==> src/rtl/core/sdr_pkg.sv <==
// ---------------------------------------------------------------------------
// sdr_pkg
// Shared types and constants for the segment deframer and reassembler.
// ---------------------------------------------------------------------------
package sdr_pkg;

    // Frame geometry
    localparam int FRAME_BYTES_DEFAULT = 1024;
    localparam int HDR_BYTES           = 6;

    // Queue depths between front, back and result ports
    localparam int MID_DEPTH = 2;
    localparam int OUT_DEPTH = 2;

    // Widths of the tracking state
    localparam int POS_W  = 17;
    localparam int CNT_W  = 25;
    localparam int ADDR_W = 25;
    localparam int CODE_W = 16;
    localparam int SIZE_W = 24;

    // Header byte positions within a frame
    localparam logic [POS_W-1:0] POS_CODE_HI = POS_W'(0);
    localparam logic [POS_W-1:0] POS_CODE_LO = POS_W'(1);
    localparam logic [POS_W-1:0] POS_SIZE_HI = POS_W'(2);
    localparam logic [POS_W-1:0] POS_SIZE_MD = POS_W'(3);
    localparam logic [POS_W-1:0] POS_SIZE_LO = POS_W'(4);
    localparam logic [POS_W-1:0] POS_SEGMENT = POS_W'(5);

    // Message status reported with each word
    typedef enum logic [1:0] {
        ST_BUSY  = 2'd0,
        ST_DONE  = 2'd1,
        ST_ABORT = 2'd2
    } status_t;

    // Classified byte handed from front to back
    typedef struct packed {
        logic              payload;
        logic              pre_drop;
        logic [ADDR_W-1:0] addr;
        logic [7:0]        data;
        logic [SIZE_W-1:0] held_size;
        status_t           status;
        logic [CODE_W-1:0] msg_code;
        logic [SIZE_W-1:0] msg_size;
    } item_t;

    // Finished result word
    typedef struct packed {
        logic              write_valid;
        logic [23:0]       write_address;
        logic [7:0]        write_byte;
        logic              write_dropped;
        status_t           status;
        logic [CODE_W-1:0] message_code;
        logic [SIZE_W-1:0] message_size;
    } result_t;

endpackage

==> src/rtl/core/sdr_fifo.sv <==
// ---------------------------------------------------------------------------
// sdr_fifo
// Small synchronous queue of registers with push/full and pop/empty sides.
// ---------------------------------------------------------------------------
module sdr_fifo #(
    parameter int WIDTH = 8,
    parameter int DEPTH = sdr_pkg::MID_DEPTH
) (
    input  logic             clk,
    input  logic             rst_n,
    input  logic             push,
    input  logic [WIDTH-1:0] wdata,
    output logic             full,
    input  logic             pop,
    output logic [WIDTH-1:0] rdata,
    output logic             empty
);

    localparam int PTR_W = (DEPTH > 1) ? $clog2(DEPTH) : 1;
    localparam int CNT_W = $clog2(DEPTH + 1);
    localparam logic [PTR_W-1:0] PTR_LAST = PTR_W'(DEPTH - 1);
    localparam logic [CNT_W-1:0] CNT_FULL = CNT_W'(DEPTH);

    logic [WIDTH-1:0] slot_reg [DEPTH];
    logic [PTR_W-1:0] wr_ptr_reg, wr_ptr_next;
    logic [PTR_W-1:0] rd_ptr_reg, rd_ptr_next;
    logic [CNT_W-1:0] count_reg, count_next;
    logic             do_push, do_pop;

    assign full    = (count_reg == CNT_FULL);
    assign empty   = (count_reg == '0);
    assign do_push = push && !full;
    assign do_pop  = pop && !empty;
    assign rdata   = slot_reg[rd_ptr_reg];

    // Advance pointers and occupancy
    always_comb
    begin
        wr_ptr_next = wr_ptr_reg;
        rd_ptr_next = rd_ptr_reg;
        count_next  = count_reg;
        if (do_push)
        begin
            wr_ptr_next = (wr_ptr_reg == PTR_LAST) ? '0 : wr_ptr_reg + 1'b1;
        end
        if (do_pop)
        begin
            rd_ptr_next = (rd_ptr_reg == PTR_LAST) ? '0 : rd_ptr_reg + 1'b1;
        end
        if (do_push && !do_pop)
        begin
            count_next = count_reg + 1'b1;
        end
        else if (do_pop && !do_push)
        begin
            count_next = count_reg - 1'b1;
        end
    end

    always_ff @(posedge clk or negedge rst_n)
    begin
        if (!rst_n)
        begin
            wr_ptr_reg <= '0;
            rd_ptr_reg <= '0;
            count_reg  <= '0;
        end
        else
        begin
            wr_ptr_reg <= wr_ptr_next;
            rd_ptr_reg <= rd_ptr_next;
            count_reg  <= count_next;
        end
    end

    // Hold stored words until overwritten
    always_ff @(posedge clk)
    begin
        if (do_push)
        begin
            slot_reg[wr_ptr_reg] <= wdata;
        end
    end

    a_count_bound: assert property (@(posedge clk) disable iff (!rst_n)
        count_reg <= CNT_FULL)
        else $error("queue occupancy beyond depth");

    a_push_grows: assert property (@(posedge clk) disable iff (!rst_n)
        (do_push && !do_pop) |=> (count_reg == $past(count_reg) + 1'b1))
        else $error("push without pop did not grow occupancy");

    a_pop_shrinks: assert property (@(posedge clk) disable iff (!rst_n)
        (do_pop && !do_push) |=> (count_reg == $past(count_reg) - 1'b1))
        else $error("pop without push did not shrink occupancy");

endmodule

==> src/rtl/core/sdr_front.sv <==
// ---------------------------------------------------------------------------
// sdr_front
// Header parser: tracks frame position, holds code and size of the message,
// works out the base address of each segment and classifies every byte.
// ---------------------------------------------------------------------------
module sdr_front #(
    parameter int FRAME_BYTES = sdr_pkg::FRAME_BYTES_DEFAULT
) (
    input  logic          clk,
    input  logic          rst_n,
    input  logic          accept,
    input  logic [7:0]    data_byte,
    input  logic          frame_end,
    output sdr_pkg::item_t item
);

    localparam int POS_W  = sdr_pkg::POS_W;
    localparam int CNT_W  = sdr_pkg::CNT_W;
    localparam int ADDR_W = sdr_pkg::ADDR_W;
    localparam int CODE_W = sdr_pkg::CODE_W;
    localparam int SIZE_W = sdr_pkg::SIZE_W;

    localparam logic [ADDR_W-1:0] ROOM      = ADDR_W'(FRAME_BYTES - sdr_pkg::HDR_BYTES);
    localparam logic [POS_W-1:0]  FRAME_LIM = POS_W'(FRAME_BYTES);
    localparam logic [POS_W-1:0]  POS_MAX   = '1;
    localparam logic [CNT_W-1:0]  CNT_MAX   = '1;

    logic [POS_W-1:0]  pos_reg, pos_next;
    logic              have_hdr_reg, have_hdr_next;
    logic [7:0]        code_hi_reg, code_hi_next;
    logic              skip_reg, skip_next;
    logic [CODE_W-1:0] code_reg, code_next;
    logic [SIZE_W-1:0] size_reg, size_next;
    logic [15:0]       size_cap_reg, size_cap_next;
    logic              seg_zero_reg, seg_zero_next;
    logic [CNT_W-1:0]  count_reg, count_next;
    logic [ADDR_W-1:0] addr_reg, addr_next;
    logic [ADDR_W-1:0] base_prod;
    logic [CODE_W-1:0] rx_code;

    // Base address of the segment: (segment - 1) * payload room
    assign base_prod = ADDR_W'(data_byte - 8'd1) * ROOM;
    assign rx_code   = {code_hi_reg, data_byte};

    // Parse header bytes and classify payload
    always_comb
    begin
        pos_next      = pos_reg;
        have_hdr_next = have_hdr_reg;
        code_hi_next  = code_hi_reg;
        skip_next     = skip_reg;
        code_next     = code_reg;
        size_next     = size_reg;
        size_cap_next = size_cap_reg;
        seg_zero_next = seg_zero_reg;
        count_next    = count_reg;
        addr_next     = addr_reg;

        item           = '0;
        item.data      = data_byte;
        item.addr      = addr_reg;
        item.held_size = size_reg;
        item.status    = sdr_pkg::ST_BUSY;

        if (!skip_reg)
        begin
            case (pos_reg)
                sdr_pkg::POS_CODE_HI:
                begin
                    code_hi_next = data_byte;
                end
                sdr_pkg::POS_CODE_LO:
                begin
                    if (!have_hdr_reg)
                    begin
                        code_next = rx_code;
                    end
                    else if (rx_code != code_reg)
                    begin
                        skip_next = 1'b1;
                    end
                end
                sdr_pkg::POS_SIZE_HI:
                begin
                    if (!have_hdr_reg)
                    begin
                        size_cap_next = {data_byte, 8'h00};
                    end
                end
                sdr_pkg::POS_SIZE_MD:
                begin
                    if (!have_hdr_reg)
                    begin
                        size_cap_next = {size_cap_reg[15:8], data_byte};
                    end
                end
                sdr_pkg::POS_SIZE_LO:
                begin
                    if (!have_hdr_reg)
                    begin
                        size_next     = {size_cap_reg, data_byte};
                        have_hdr_next = 1'b1;
                    end
                end
                sdr_pkg::POS_SEGMENT:
                begin
                    seg_zero_next = (data_byte == 8'd0);
                    addr_next     = base_prod;
                end
                default:
                begin
                    item.payload  = 1'b1;
                    item.pre_drop = seg_zero_reg || (pos_reg >= FRAME_LIM);
                    addr_next     = addr_reg + 1'b1;
                    if (count_reg != CNT_MAX)
                    begin
                        count_next = count_reg + 1'b1;
                    end
                end
            endcase
        end

        // Close the frame: abort on a short one, complete when size is met
        if (frame_end)
        begin
            if (pos_reg <= sdr_pkg::POS_SIZE_LO)
            begin
                item.status   = sdr_pkg::ST_ABORT;
                have_hdr_next = 1'b0;
                count_next    = '0;
            end
            else if (have_hdr_reg && (count_next >= CNT_W'(size_reg)))
            begin
                item.status   = sdr_pkg::ST_DONE;
                item.msg_code = code_reg;
                item.msg_size = size_reg;
                have_hdr_next = 1'b0;
                count_next    = '0;
            end
            pos_next  = '0;
            skip_next = 1'b0;
        end
        else if (pos_reg != POS_MAX)
        begin
            pos_next = pos_reg + 1'b1;
        end
    end

    always_ff @(posedge clk or negedge rst_n)
    begin
        if (!rst_n)
        begin
            pos_reg      <= '0;
            have_hdr_reg <= 1'b0;
            code_hi_reg  <= '0;
            skip_reg     <= 1'b0;
            code_reg     <= '0;
            size_reg     <= '0;
            size_cap_reg <= '0;
            seg_zero_reg <= 1'b0;
            count_reg    <= '0;
            addr_reg     <= '0;
        end
        else if (accept)
        begin
            pos_reg      <= pos_next;
            have_hdr_reg <= have_hdr_next;
            code_hi_reg  <= code_hi_next;
            skip_reg     <= skip_next;
            code_reg     <= code_next;
            size_reg     <= size_next;
            size_cap_reg <= size_cap_next;
            seg_zero_reg <= seg_zero_next;
            count_reg    <= count_next;
            addr_reg     <= addr_next;
        end
    end

    a_skip_needs_hdr: assert property (@(posedge clk) disable iff (!rst_n)
        skip_reg |-> have_hdr_reg)
        else $error("frame skipped with no message header held");

    a_skip_not_at_start: assert property (@(posedge clk) disable iff (!rst_n)
        (pos_reg == sdr_pkg::POS_CODE_HI) |-> !skip_reg)
        else $error("skip flag survived into a new frame");

    a_abort_clears: assert property (@(posedge clk) disable iff (!rst_n)
        (accept && frame_end && (pos_reg <= sdr_pkg::POS_SIZE_LO))
            |=> (count_reg == '0 && !have_hdr_reg))
        else $error("short frame did not clear message state");

endmodule

==> src/rtl/core/sdr_back.sv <==
// ---------------------------------------------------------------------------
// sdr_back
// Placement stage: checks each payload word against the message size and
// forms the result word from a classified byte.
// ---------------------------------------------------------------------------
module sdr_back (
    input  logic            clk,
    input  logic            rst_n,
    input  logic            take,
    input  sdr_pkg::item_t  item,
    output sdr_pkg::result_t result
);

    logic in_message;
    logic placed;

    assign in_message = item.addr < sdr_pkg::ADDR_W'(item.held_size);
    assign placed     = item.payload && !item.pre_drop && in_message;

    // Form the result word; unplaced writes read as zero
    always_comb
    begin
        result               = '0;
        result.write_valid   = placed;
        result.write_dropped = item.payload && !placed;
        result.status        = item.status;
        result.message_code  = item.msg_code;
        result.message_size  = item.msg_size;
        if (placed)
        begin
            result.write_address = item.addr[23:0];
            result.write_byte    = item.data;
        end
    end

    a_valid_xor_drop: assert property (@(posedge clk) disable iff (!rst_n)
        take |-> !(result.write_valid && result.write_dropped))
        else $error("word both placed and dropped");

    a_done_not_payload_drop: assert property (@(posedge clk) disable iff (!rst_n)
        (take && result.status != sdr_pkg::ST_DONE) |->
            (result.message_code == '0 && result.message_size == '0))
        else $error("message details shown without completion");

    a_header_no_write: assert property (@(posedge clk) disable iff (!rst_n)
        (take && !item.payload) |-> (!result.write_valid && !result.write_dropped))
        else $error("header byte produced a write");

endmodule

==> src/rtl/core/segment_deframer_reassembler_unit.sv <==
// ---------------------------------------------------------------------------
// segment_deframer_reassembler_unit
// Frame parser and message reassembler producing one result word per byte.
// ---------------------------------------------------------------------------
// Usage:
//   Input side is a queue: drive data_byte and frame_end with push while
//   full is low; frame_end marks the last byte of each frame.
//   Result side is a queue: while empty is low the oldest result word is on
//   the result ports; pop takes it. Every accepted byte yields one word.
//   A byte's word is registered in the middle queue and then in the result
//   queue before it shows on the result ports.
//   Throughput is one byte per cycle while full is low; the parser handles
//   each header step and address increment per byte; the segment base multiply is
//   registered on the segment byte and used from the first payload byte.
//   A two-entry queue sits between parser and placement stage and another
//   ahead of the result ports, so each side may stall on its own.
//   When the receiver stops popping, the result queue fills, the placement
//   stage holds, the middle queue fills and full rises; nothing is lost.
//   Reset empties both queues and leaves no message in progress.
// ---------------------------------------------------------------------------
module segment_deframer_reassembler_unit #(
    parameter int FRAME_BYTES = sdr_pkg::FRAME_BYTES_DEFAULT,
    parameter int MID_DEPTH   = sdr_pkg::MID_DEPTH,
    parameter int OUT_DEPTH   = sdr_pkg::OUT_DEPTH
) (
    input  logic        clk,
    input  logic        rst_n,
    input  logic        push,
    output logic        full,
    input  logic [7:0]  data_byte,
    input  logic        frame_end,
    output logic        empty,
    input  logic        pop,
    output logic        write_valid,
    output logic [23:0] write_address,
    output logic [7:0]  write_byte,
    output logic        write_dropped,
    output logic [1:0]  status,
    output logic [15:0] message_code,
    output logic [23:0] message_size
);

    localparam int ITEM_W   = $bits(sdr_pkg::item_t);
    localparam int RESULT_W = $bits(sdr_pkg::result_t);

    sdr_pkg::item_t   front_item;
    sdr_pkg::item_t   mid_item;
    sdr_pkg::result_t back_result;
    sdr_pkg::result_t out_result;
    logic [ITEM_W-1:0]   mid_rdata;
    logic [RESULT_W-1:0] out_rdata;
    logic in_accept;
    logic mid_empty;
    logic out_full;
    logic back_take;

    assign in_accept = push && !full;
    assign back_take = !mid_empty && !out_full;
    assign mid_item  = sdr_pkg::item_t'(mid_rdata);
    assign out_result = sdr_pkg::result_t'(out_rdata);

    // Parse and classify incoming bytes
    sdr_front #(
        .FRAME_BYTES (FRAME_BYTES)
    ) u_front (
        .clk       (clk),
        .rst_n     (rst_n),
        .accept    (in_accept),
        .data_byte (data_byte),
        .frame_end (frame_end),
        .item      (front_item)
    );

    // Decouple parser from placement
    sdr_fifo #(
        .WIDTH (ITEM_W),
        .DEPTH (MID_DEPTH)
    ) u_mid_q (
        .clk   (clk),
        .rst_n (rst_n),
        .push  (push),
        .wdata (front_item),
        .full  (full),
        .pop   (back_take),
        .rdata (mid_rdata),
        .empty (mid_empty)
    );

    // Place payload and form result words
    sdr_back u_back (
        .clk    (clk),
        .rst_n  (rst_n),
        .take   (back_take),
        .item   (mid_item),
        .result (back_result)
    );

    // Hold result words for the receiver
    sdr_fifo #(
        .WIDTH (RESULT_W),
        .DEPTH (OUT_DEPTH)
    ) u_out_q (
        .clk   (clk),
        .rst_n (rst_n),
        .push  (back_take),
        .wdata (back_result),
        .full  (out_full),
        .pop   (pop),
        .rdata (out_rdata),
        .empty (empty)
    );

    assign write_valid   = out_result.write_valid;
    assign write_address = out_result.write_address;
    assign write_byte    = out_result.write_byte;
    assign write_dropped = out_result.write_dropped;
    assign status        = out_result.status;
    assign message_code  = out_result.message_code;
    assign message_size  = out_result.message_size;

    a_no_push_when_full: assert property (@(posedge clk) disable iff (!rst_n)
        (back_take && out_full) |-> 1'b0)
        else $error("placement stage pushed into a full result queue");

    a_take_moves_word: assert property (@(posedge clk) disable iff (!rst_n)
        back_take |=> !empty)
        else $error("taken word did not reach the result queue");

    a_empty_pair: assert property (@(posedge clk) disable iff (!rst_n)
        (empty && mid_empty) |-> !back_take)
        else $error("word taken from an empty queue");

endmodule
==> config.mk <==
export PLATFORM = sky130hd
export DESIGN_NAME = segment_deframer_reassembler_unit
export DESIGN_NICKNAME = d
export VERILOG_FILES = /design/src/rtl/core/sdr_pkg.sv /design/src/rtl/core/sdr_fifo.sv /design/src/rtl/core/sdr_front.sv /design/src/rtl/core/sdr_back.sv /design/src/rtl/core/segment_deframer_reassembler_unit.sv
export SDC_FILE = /design/constraint.sdc
export NUM_CORES = 1
export LEC_CHECK = 0
export BUFFER_PORTS_ARGS = -buffer_cell sky130_fd_sc_hd__buf_2
export CORE_UTILIZATION = 40
export CTS_BUF_LIST = sky130_fd_sc_hd__clkbuf_8 sky130_fd_sc_hd__clkbuf_16
export CTS_CLUSTER_DIAMETER = 200
export DETAILED_ROUTE_END_ITERATION = 10
export SYNTH_ARGS = -nofsm -noshare
export SYNTH_HDL_FRONTEND = slang
export SYNTH_HIERARCHICAL = 1
export SYNTH_SLANG_ARGS = --single-unit
==> constraint.sdc <==
create_clock -name clk -period 8.1 [get_ports clk]
set_clock_uncertainty 0.2 [all_clocks]
set_input_delay 0.81 -clock clk [delete_from_list [all_inputs] [get_ports clk]]
set_output_delay 0.81 -clock clk [all_outputs]
set_load 0.005 [all_outputs]
==> results of run 1 <==
layout make-up:
| class | instances | area (um^2) | area share [%] |
|---|---|---|---|
| clock buffer | 57 | 1340 | 4.86 |
| clock inverter | 35 | 253 | 0.919 |
| timing repair buffer | 105 | 569 | 2.07 |
| tap | 837 | 1050 | 3.81 |
| sequential | 496 | 14200 | 51.6 |
| inverter | 123 | 462 | 1.68 |
| multi-input combinational | 1106 | 9630 | 35.0 |
cells by family (layout without fill, tap and decap cells):
| logic type | Yosys count | count (layout) |
|---|---|---|
| compound gates | 200 | 200 |
| flops | 496 | 496 |
| buf+inv | 245 | 320 |
| simple gates | 424 | 424 |
| xor+xnor | 118 | 118 |
| fa+ha+maj | 136 | 136 |
| mux | 228 | 228 |
critical path: stages:
cell and delay (ps):
buf_2 170, inv_1 130, ha_1 210, a21boi_1 420, nand2b_1 130, xnor2_1 530
inv_1 140, fa_1 560, fa_1 530, fa_1 550, inv_1 60, fa_1 520
inv_1 40, ha_1 340, a21oi_1 300, nand2_1 80, o21ai_0 370, o21a_1 230
o21ai_0 140, a211o_1 330, o311ai_0 110
metrics by stage:
step / setup slack, ps / total power [uW]
CTS: 1700 / 10800
global placement: 1230 / 8420
finish: 1680 / 10600
global route: 1210 / 11300
floorplan: 1740 / 7440
detailed placement: 1090 / 8520
per-layer routing:
metal	wire length [um]	vias up	part of all wire, %	global-route usage (%)
li1	-	6688	-	-
met1	25000	7082	47	24.2
met2	24800	292	46	26.5
met3	2240	67	4.2	2.27
met4	1500	0	2.8	5.26
met5	0	-	0	0
final timing paths:
| check | slack [ps] | cells after the start | end | from |
|---|---|---|---|---|
| max in group asynchronous | 6200 | 2 | u_out_q/rd_ptr_reg$_DFFE_PN0P_ | rst_n |
| setup reg to reg | 2450 | 17 | u_mid_q/slot_reg[0][26]$_DFFE_PP_ | u_front/pos_reg[1]$_DFFE_PN0P_ |
| setup / recovery | 1680 | 21 | u_front/addr_reg[23]$_DFFE_PN0P_ | data_byte[1] |
| min in group clk | 280 | 0 | u_mid_q/slot_reg[0][85]$_DFFE_PP_ | u_front/addr_reg[11]$_DFFE_PN0P_ |
| hold reg to reg | 280 | 0 | u_mid_q/slot_reg[0][85]$_DFFE_PP_ | u_front/addr_reg[11]$_DFFE_PN0P_ |
| hold / removal | 80 | 1 | u_front/count_reg[13]$_DFFE_PN0P_ | rst_n |
Yosys cell counts, types with 6 or more instances:
| library cell | n |
|---|---|
| buf_4 | 55 |
| nor3b_2 | 29 |
| nand4_1 | 25 |
| buf_6 | 18 |
| xnor2_1 | 53 |
| clkbuf_1 | 32 |
| nand3_1 | 40 |
| mux2_2 | 118 |
| a21o_1 | 10 |
| xor2_1 | 63 |
| or3_1 | 9 |
| mux2_4 | 110 |
| nor4_1 | 39 |
| edfxtp_1 | 354 |
| nor3_1 | 20 |
| dfrtp_1 | 142 |
| a22o_1 | 11 |
| inv_1 | 123 |
| nand2b_1 | 8 |
| buf_2 | 12 |
| ha_1 | 104 |
| o21ai_0 | 63 |
| a21oi_1 | 58 |
| a211oi_1 | 9 |
| a31oi_1 | 6 |
| nand2_1 | 78 |
| and3_1 | 17 |
| fa_1 | 31 |
| o21a_1 | 7 |
| and2_1 | 22 |
| nor2_1 | 111 |
layout by cell type, fill, tap and decap left out, types with 22 or more instances in the layout:
cell,n
nor2_1,109
a21oi_1,58
inv_1,133
clkbuf_16,49
edfxtp_1,354
buf_2,89
fa_1,31
nand2_1,78
mux2_4,110
xor2_1,63
nand3_1,40
nor4_1,39
xnor2_1,53
mux2_2,118
nand4_1,25
and2_1,22
nor3b_2,29
o21ai_0,63
dfrtp_1,140
ha_1,104
power by group through the flow:
stage                     Sequential [uW]  Clock (uW)  Combinational (uW)
after floorplan                      4190           0                3250
final                                4370        2210                4060
after CTS                            4390        2270                4120
after global routing                 4460        2370                4500
after global placement               4380           0                4030
after detailed placement             4430           0                4080
==> metrics.csv, run 1 <==
metric,value,unit
status,"complete, no violations",
Layout Area Growth over Synthesis,9.52,%
clock root cell,clkbuf_16,
internal power,6880,uW
DRT Pass-1 Iters,5,
post-layout min period,6420,ps
layout cell share with drive strength beyond 1,24.3,%
final cell count without fillers,2759,
input/output buffers,90,
Reg power frac,41.1,%
Max Slew Vio Count,0,
FP Rows,91,
cts bufs inserted,49,
starting utilization of the core area,40.6,%
core area,61800,um^2
Max-cap violations,0,
"top cells by area, synth","edfxtp_1, dfrtp_1, mux2_4, mux2_2, ha_1",
Via Count,14100,
Max transition margin,25.5,%
# diodes,0,
Logic pwr share,38.1,%
Crit path arrival time,6690,ps
"Setup violations, final",0,
hpwl dp,37800,um
Post-Syn Area,25100,um^2
fill cell count,5524,
max reg flops,202,
power per cell area,387,nW/um^2
CTS tree,yes,
placed instance area,25900,um^2
Leak,0.0111,uW
WL/cell,19.4,um
Chip Height,253,um
syn_area_per_cell,13.6,um^2
RSZ-0062 raised after global routing,false,
post-cts sizing count,0,
main combinational cell family by area after synthesis,multiplexers,
largest net degree at the start of global routing,87,
clock power share,20.8,%
clk buf depth,3,
Final Util,44.5,%
Seq cells post-synth,496,
Fin. Hold Viols,0,
drt via density,5.12,
Nets,2029,
Ys Warns,6,
crit-path max FO,9,
period utilization,79.2,%
drt total wl,53500,um
"Seq/Total Area, Yosys",56.5,%
dpl cells,2667,
Psw,3760,uW
ANT nets after route,0,
"CTS clk-pin slew, worst paths",60,ps
Highest Clock Rate,156,MHz
top cell type's share of synthesized area,42.3,%
Syn Inst Count,1847,
initial antenna violation count,0,
Post-CTS Setup Inserts,0,
element type at the critical path end,register,
Hold Crit Class,in -> async,
vias in the first global route,14100,
GPL Wtd Cong,0.871,
Post-CTS Hold Buffers,0,
adder-cell share of the synthesized area,7.70,%
Post-Synth Simple-Gate Area,9.44,%
IO Count,91,
syn_nets,1995,
number of H-tree levels,2,
setup_tns,0,ps
slew of the pin with the lowest slew margin,1110,ps
Sw Ratio,35.3,%
crit path launch type,primary input,
"FFs w/ async S/R, synth",28.6,%
WP data required,8370,ps
first-pass GRT wire length,83300,um
Min Hold Slack,75.3,ps
Post-synth EDFFs,354,
drc violations,0,
Die Width,253,um
clock sinks,496,
mux cell area share after synthesis,11.9,%
aggregate global routing overflow,0,
worst skew pair latency,600,ps
largest area contributor in the netlist,edfxtp_1,
Die ar.,63800,um^2
Peak VDD IR,180,uV
DR iter-0 viols,903,
top_reg_cell synth,edfxtp_1,
Setup CP Type,in -> reg,
Finished Cell Area,27500,um^2
synth unique cells,77,
XOR/XNOR share of the synthesized area,4.18,%
Synth Area in Compound Gates,5.09,%
total track usage,16.9,%
Power figures use the tool's default switching activity.
==> run 2: changes to the inputs <==
clock period = 6.4 ns   (was 8.1 ns; I/O delays follow)
==> run 2 against run 1 <==
Die area unchanged. Power rose by 27%. Sequential share of layout area shrank 0.38 points. Utilization is 0.33 points higher. Wire length rose by 0.66%. Register-to-register slack lost 1300 ps. Global-route usage increased by 0.11 points. Sequential cell count unchanged. Critical path depth unchanged. First-iteration DRC count increased by 18%. Clock power up 29%. Sequential power increased by 26%. Critical endpoint unchanged. Largest cell class unchanged.
==> metrics.csv, run 2 (synthesized netlist as in run 1, its figures left out) <==
metric,value,unit
overall power,13600,uW
placed instance area,26100,um^2
total track usage,17.0,%
drt via density,5.14,
power per cell area,489,nW/um^2
clock power share,21.0,%
Post-CTS Setup Inserts,0,
GPL Wtd Cong,0.858,
aggregate global routing overflow,0,
Hold Crit Class,in -> reg,
IO Count,91,
input/output buffers,90,
cts bufs inserted,50,
Psw,4730,uW
Nets,2055,
layout cell share with drive strength beyond 1,24.8,%
CP Cell Sequence,buf_2 -> inv_1 -> ha_1 -> nand2b_1 -> nor4_1 -> buf_4 -> xor2_1 -> fa_1 -> fa_1 -> fa_1 -> inv_1 -> fa_1 -> inv_1 -> ha_1 -> a21oi_1 -> nand2_1 -> o21ai_0 -> o21a_1 -> o21ai_0 -> a211o_1 -> o311ai_0,
element type at the critical path end,register,
CP most frequent cell,fa_1,
Logic pwr share,38.2,%
DRT Pass-1 Iters,6,
Max Slew Vio Count,0,
drt total wl,53800,um
clock root cell,clkbuf_16,
clk buf depth,3,
Via Count,14300,
reg2reg start,u_front/pos_reg[1]$_DFFE_PN0P_,
largest net degree at the start of global routing,68,
Post-CTS Hold Buffers,1,
Min Hold Slack,195,ps
Peak VDD IR,235,uV
"Max stage delay cell, worst path",fa_1,
hpwl dp,38100,um
slew of the pin with the lowest slew margin,1090,ps
"CTS clk-pin slew, worst paths",60,ps
min-delay src,data_byte[2],
max reg flops,202,
DR iter-0 viols,1064,
setup_tns,0,ps
worst skew pair latency,590,ps
status,"complete, no violations",
RSZ-0062 raised after global routing,false,
ANT nets after route,0,
CP top delay family,adder cells,
WL/cell,19.3,um
Crit path arrival time,5980,ps
post-layout min period,5720,ps
Leak,0.0112,uW
Chip Height,253,um
post-cts sizing count,0,
r2r setup slk,1110,ps
internal power,8820,uW
fill cell count,5519,
Die Width,253,um
period utilization,89.3,%
Reg power frac,40.7,%
CTS tree,yes,
WP data required,6660,ps
Sw Ratio,34.9,%
crit path launch type,primary input,
Crit path buffers/inverters,5,
Setup CP Type,in -> reg,
starting utilization of the core area,40.6,%
worst r2r dst,u_mid_q/slot_reg[1][27]$_DFFE_PP_,
Fin. Hold Viols,0,
Critical Path Max Stage Delay,550,ps
"commonest non-fill, non-tap cell in the layout",edfxtp_1,
number of H-tree levels,2,
Max transition margin,27.6,%
FP Rows,91,
Hold Crit Depth,1,
"Setup violations, final",0,
reg2reg path depth,16,
drc violations,0,
crit-path max FO,5,
first-pass GRT wire length,84200,um
most frequent cells in the layout,"edfxtp_1, dfrtp_1, inv_1",
Layout Area Growth over Synthesis,10.3,%
vias in the first global route,14500,
initial antenna violation count,2,
Worst Hold Endpoint,u_mid_q/slot_reg[0][68]$_DFFE_PP_,
Max-cap violations,0,
core area,61800,um^2
Final Util,44.8,%
# diodes,0,
clock sinks,496,
Die ar.,63800,um^2
Finished Cell Area,27700,um^2
Highest Clock Rate,175,MHz
-- run 2: changes by cell type in the layout (fill, tap and decap cells not counted) --
cell and change:
bufinv_16 +3, dlygate4sd3_1 +1, inv_6 -1, clkinv_16 -1, buf_4 +24, clkinv_1 +10, clkbuf_16 +2, clkbuf_8 -7
clkinv_2 -2, clkinvlp_4 -2, inv_8 +1, clkinv_8 -1
-- run 2: worst max path at each step --
| stage | start | to | cells after the start |
|---|---|---|---|
| 2_1_floorplan | data_byte[2] | u_front/addr_reg[23]$_DFFE_PN0P_ | 21 |
| 3_3_place_gp | data_byte[1] | u_front/addr_reg[23]$_DFFE_PN0P_ | 21 |
| 3_5_place_dp | data_byte[1] | u_front/addr_reg[23]$_DFFE_PN0P_ | 21 |
| 4_1_cts | data_byte[1] | u_front/addr_reg[23]$_DFFE_PN0P_ | 21 |
| 5_1_grt | data_byte[1] | u_front/addr_reg[23]$_DFFE_PN0P_ | 21 |
| 6_report | data_byte[1] | u_front/addr_reg[23]$_DFFE_PN0P_ | 21 |
-- run 2: per-stage QoR --
stage	instances	setup WS, ps
2_1_floorplan	1847	207
3_3_place_gp	2691	364
3_5_place_dp	2691	145
4_1_cts	2786	728
5_1_grt	2786	355
6_report	2786	682
-- run 2: power by group through the flow --
stage / logic (uW) / clock network (uW) / registers, uW
final: 5180 / 2850 / 5520
after global routing: 5750 / 3040 / 5640
after CTS: 5270 / 2930 / 5530
after detailed placement: 5240 / 0 / 5600
after global placement: 5150 / 0 / 5530
after floorplan: 4120 / 0 / 5300
-- run 2: layout make-up --
| class | instances | area (um^2) | share of cell area [%] |
|---|---|---|---|
| flip-flops and latches | 496 | 14200 | 51.2 |
| inverters | 123 | 462 | 1.67 |
| well taps | 837 | 1050 | 3.78 |
| clock inverters | 42 | 312 | 1.12 |
| clock buffers | 52 | 1290 | 4.66 |
| multi-input cells | 1106 | 9630 | 34.8 |
| repair buffers | 130 | 759 | 2.74 |
-- run 2: per-layer routing --
layer	track usage (%)	vias to the layer above	part of all wire [%]
met1	23.8	7182	46
li1	-	6757	-
met5	0	-	0
met4	5.21	0	2.7
met2	27.4	315	47
met3	2.07	75	4.4
==> run 3: changes to the inputs <==
ABC_AREA = 1   (was default)
CAP_MARGIN = 40   (was default)
==> run 3 against run 2 <==
Power rose by 10%. Hold slack got worse by 110 ps. Count of clock-buffer cells in the layout rose by 4. Sequential power rose by 2%. Sequential cell count did not move. Largest cell class unchanged. Synthesized area rose by 3.1%.
==> metrics.csv, run 3 <==
metric,value,unit
drt total wl,60500,um
first-pass GRT wire length,97700,um
top-count cell post-synth,nand2_1,
Post-Synth Simple-Gate Area,21.2,%
element type at the critical path end,register,
Leak,0.0131,uW
top_reg_cell synth,edfxtp_1,
slew of the pin with the lowest slew margin,926,ps
FP Rows,92,
fin worst setup slack,794,ps
DR iter-0 viols,1333,
reg2reg path depth,25,
WL/cell,16.4,um
IO Count,91,
"Setup violations, final",0,
starting utilization of the core area,40.7,%
crit path from,data_byte[1],
Via Count,18000,
Crit path arrival time,5940,ps
Ys Warns,6,
hpwl dp,42200,um
total track usage,18.6,%
worst skew pair latency,610,ps
Fin. Hold Viols,0,
input/output buffers,90,
initial antenna violation count,0,
Critical Path Max Stage Delay,540,ps
syn_nets,2911,
crit-path max FO,8,
Post-synth EDFFs,354,
Peak VDD IR,304,uV
max reg flops,202,
mux cell area share after synthesis,0.218,%
largest area contributor in the netlist,edfxtp_1,
Post-Place Worst Slack,222,ps
"Max stage delay cell, worst path",fa_1,
most frequent cells in the layout,"nand2_1, edfxtp_1, inv_1",
Chip Height,256,um
top cell type's share of synthesized area,41.1,%
clk buf depth,3,
Layout Area Growth over Synthesis,10.3,%
clock sinks,496,
Seq cells post-synth,496,
critical path depth,30,
Post-CTS Hold Buffers,1,
GPL Wtd Cong,0.847,
worst r2r dst,u_mid_q/slot_reg[1][38]$_DFFE_PP_,
Max-cap violations,0,
Highest Clock Rate,178,MHz
r2r setup slk,1360,ps
power per cell area,523,nW/um^2
syn_area_per_cell,9.37,um^2
Post-Syn Area,25900,um^2
Synth Area in Compound Gates,5.69,%
"Seq/Total Area, Yosys",54.8,%
"FFs w/ async S/R, synth",28.6,%
setup_tns,0,ps
cts bufs inserted,50,
RSZ-0062 raised after global routing,false,
core area,63500,um^2
post-cts sizing count,0,
largest net degree at the start of global routing,76,
CP top delay family,adder cells,
DRT Pass-1 Iters,6,
aggregate global routing overflow,0,
"commonest non-fill, non-tap cell in the layout",nand2_1,
crit path launch type,primary input,
period utilization,87.6,%
Crit path buffers/inverters,6,
"top cells by area, synth","edfxtp_1, dfrtp_1, nand2_1, ha_1, inv_1",
Syn Inst Count,2763,
"CTS clk-pin slew, worst paths",60,ps
Max Slew Vio Count,0,
reg2reg start,u_front/pos_reg[1]$_DFFE_PN0P_,
synth unique cells,54,
Hold Crit Class,in -> reg,
vias in the first global route,17700,
overall power,14900,uW
Post-CTS Setup Inserts,0,
clock root cell,clkbuf_16,
CTS tree,yes,
Die ar.,65700,um^2
Min Hold Slack,89.8,ps
Nets,2954,
adder-cell share of the synthesized area,7.43,%
main combinational cell family by area after synthesis,simple AND/OR/NAND/NOR gates,
Setup CP Type,in -> reg,
drt via density,4.86,
drc violations,0,
post-layout min period,5610,ps
Max transition margin,38.2,%
number of H-tree levels,2,
"top cells by count, synth","nand2_1, edfxtp_1, inv_1",
XOR/XNOR share of the synthesized area,2.23,%
CP most frequent cell,nand2_1,
layout cell share with drive strength beyond 1,10.5,%
ANT nets after route,0,
status,"complete, no violations",
Critical Path Sink,u_front/addr_reg[22]$_DFFE_PN0P_,
Die Width,256,um
WP data required,6740,ps
run 3: cell types whose count changed after synthesis, sizes merged, moves of 27 or more:
cell and change:
nand3 +46, nor4 -32, nor3b -31, a21oi +30, inv +220, mux2 -223
nor2 +112, nand2 +855, xnor2 -42, o21ai +27
run 3: layout make-up:
cell class	count	area, um^2
diodes	1	2.50
clock buffers	56	1330
clock inverters	38	272
fillers	6075	35000
inverters	357	1350
multi-input cells	1778	9530
flip-flops and latches	496	14200
well taps	846	1060
repair buffers	123	816
run 3: kinds of logic (layout without fill, tap and decap cells):
family / count (synthesis) / after routing
compound gates: 246 / 246
xor+xnor: 66 / 66
fa+ha+maj: 135 / 135
buf+inv: 489 / 574
flops: 496 / 496
mux: 5 / 5
other cells: 0 / 1
simple gates: 1326 / 1326
run 3: worst min-delay path by stage:
stage / start / endpoint / slack [ps] / cells after the start
finish: pop / u_out_q/rd_ptr_reg$_DFFE_PN0P_ / 90 / 3
detailed placement: u_front/size_reg[23]$_DFFE_PN0P_ / u_mid_q/slot_reg[1][65]$_DFFE_PP_ / 260 / 0
global placement: u_front/size_reg[21]$_DFFE_PN0P_ / u_mid_q/slot_reg[1][63]$_DFFE_PP_ / 250 / 0
CTS: pop / u_out_q/rd_ptr_reg$_DFFE_PN0P_ / 60 / 3
global route: data_byte[7] / u_mid_q/slot_reg[1][73]$_DFFE_PP_ / 80 / 1
floorplan: rst_n / u_front/addr_reg[0]$_DFFE_PN0P_ / 140 / 0
run 3: power by group:
| group | switching (uW) | total [uW] | internal [uW] |
|---|---|---|---|
| sequential | 632 | 5620 | 4990 |
| clock | 1240 | 2830 | 1580 |
| combinational | 4340 | 6470 | 2130 |
run 3: layer usage:
metal | track usage [%] | vias up | wire length, um
li1 | - | 8959 | -
met1 | 25.9 | 8541 | 28300
met2 | 31.0 | 385 | 28500
met3 | 2.08 | 74 | 2470
met4 | 4.57 | 0 | 1250
met5 | 0 | - | 0
run 3: tightest hold or removal path: cells and delay by family:
kind          cells  cell delay [ps]
buf+inv           1               90
simple gates      2              130
run 3: through the flow:
stage | utilization (%) | cell area, um^2 | instances
after floorplan | - | 25900 | 2763
after global placement | 42.1 | 26800 | 3592
after detailed placement | 42.4 | 26900 | 3599
after CTS | 44.9 | 28500 | 3694
after global routing | 44.9 | 28500 | 3694
final | 44.9 | 28500 | 3695
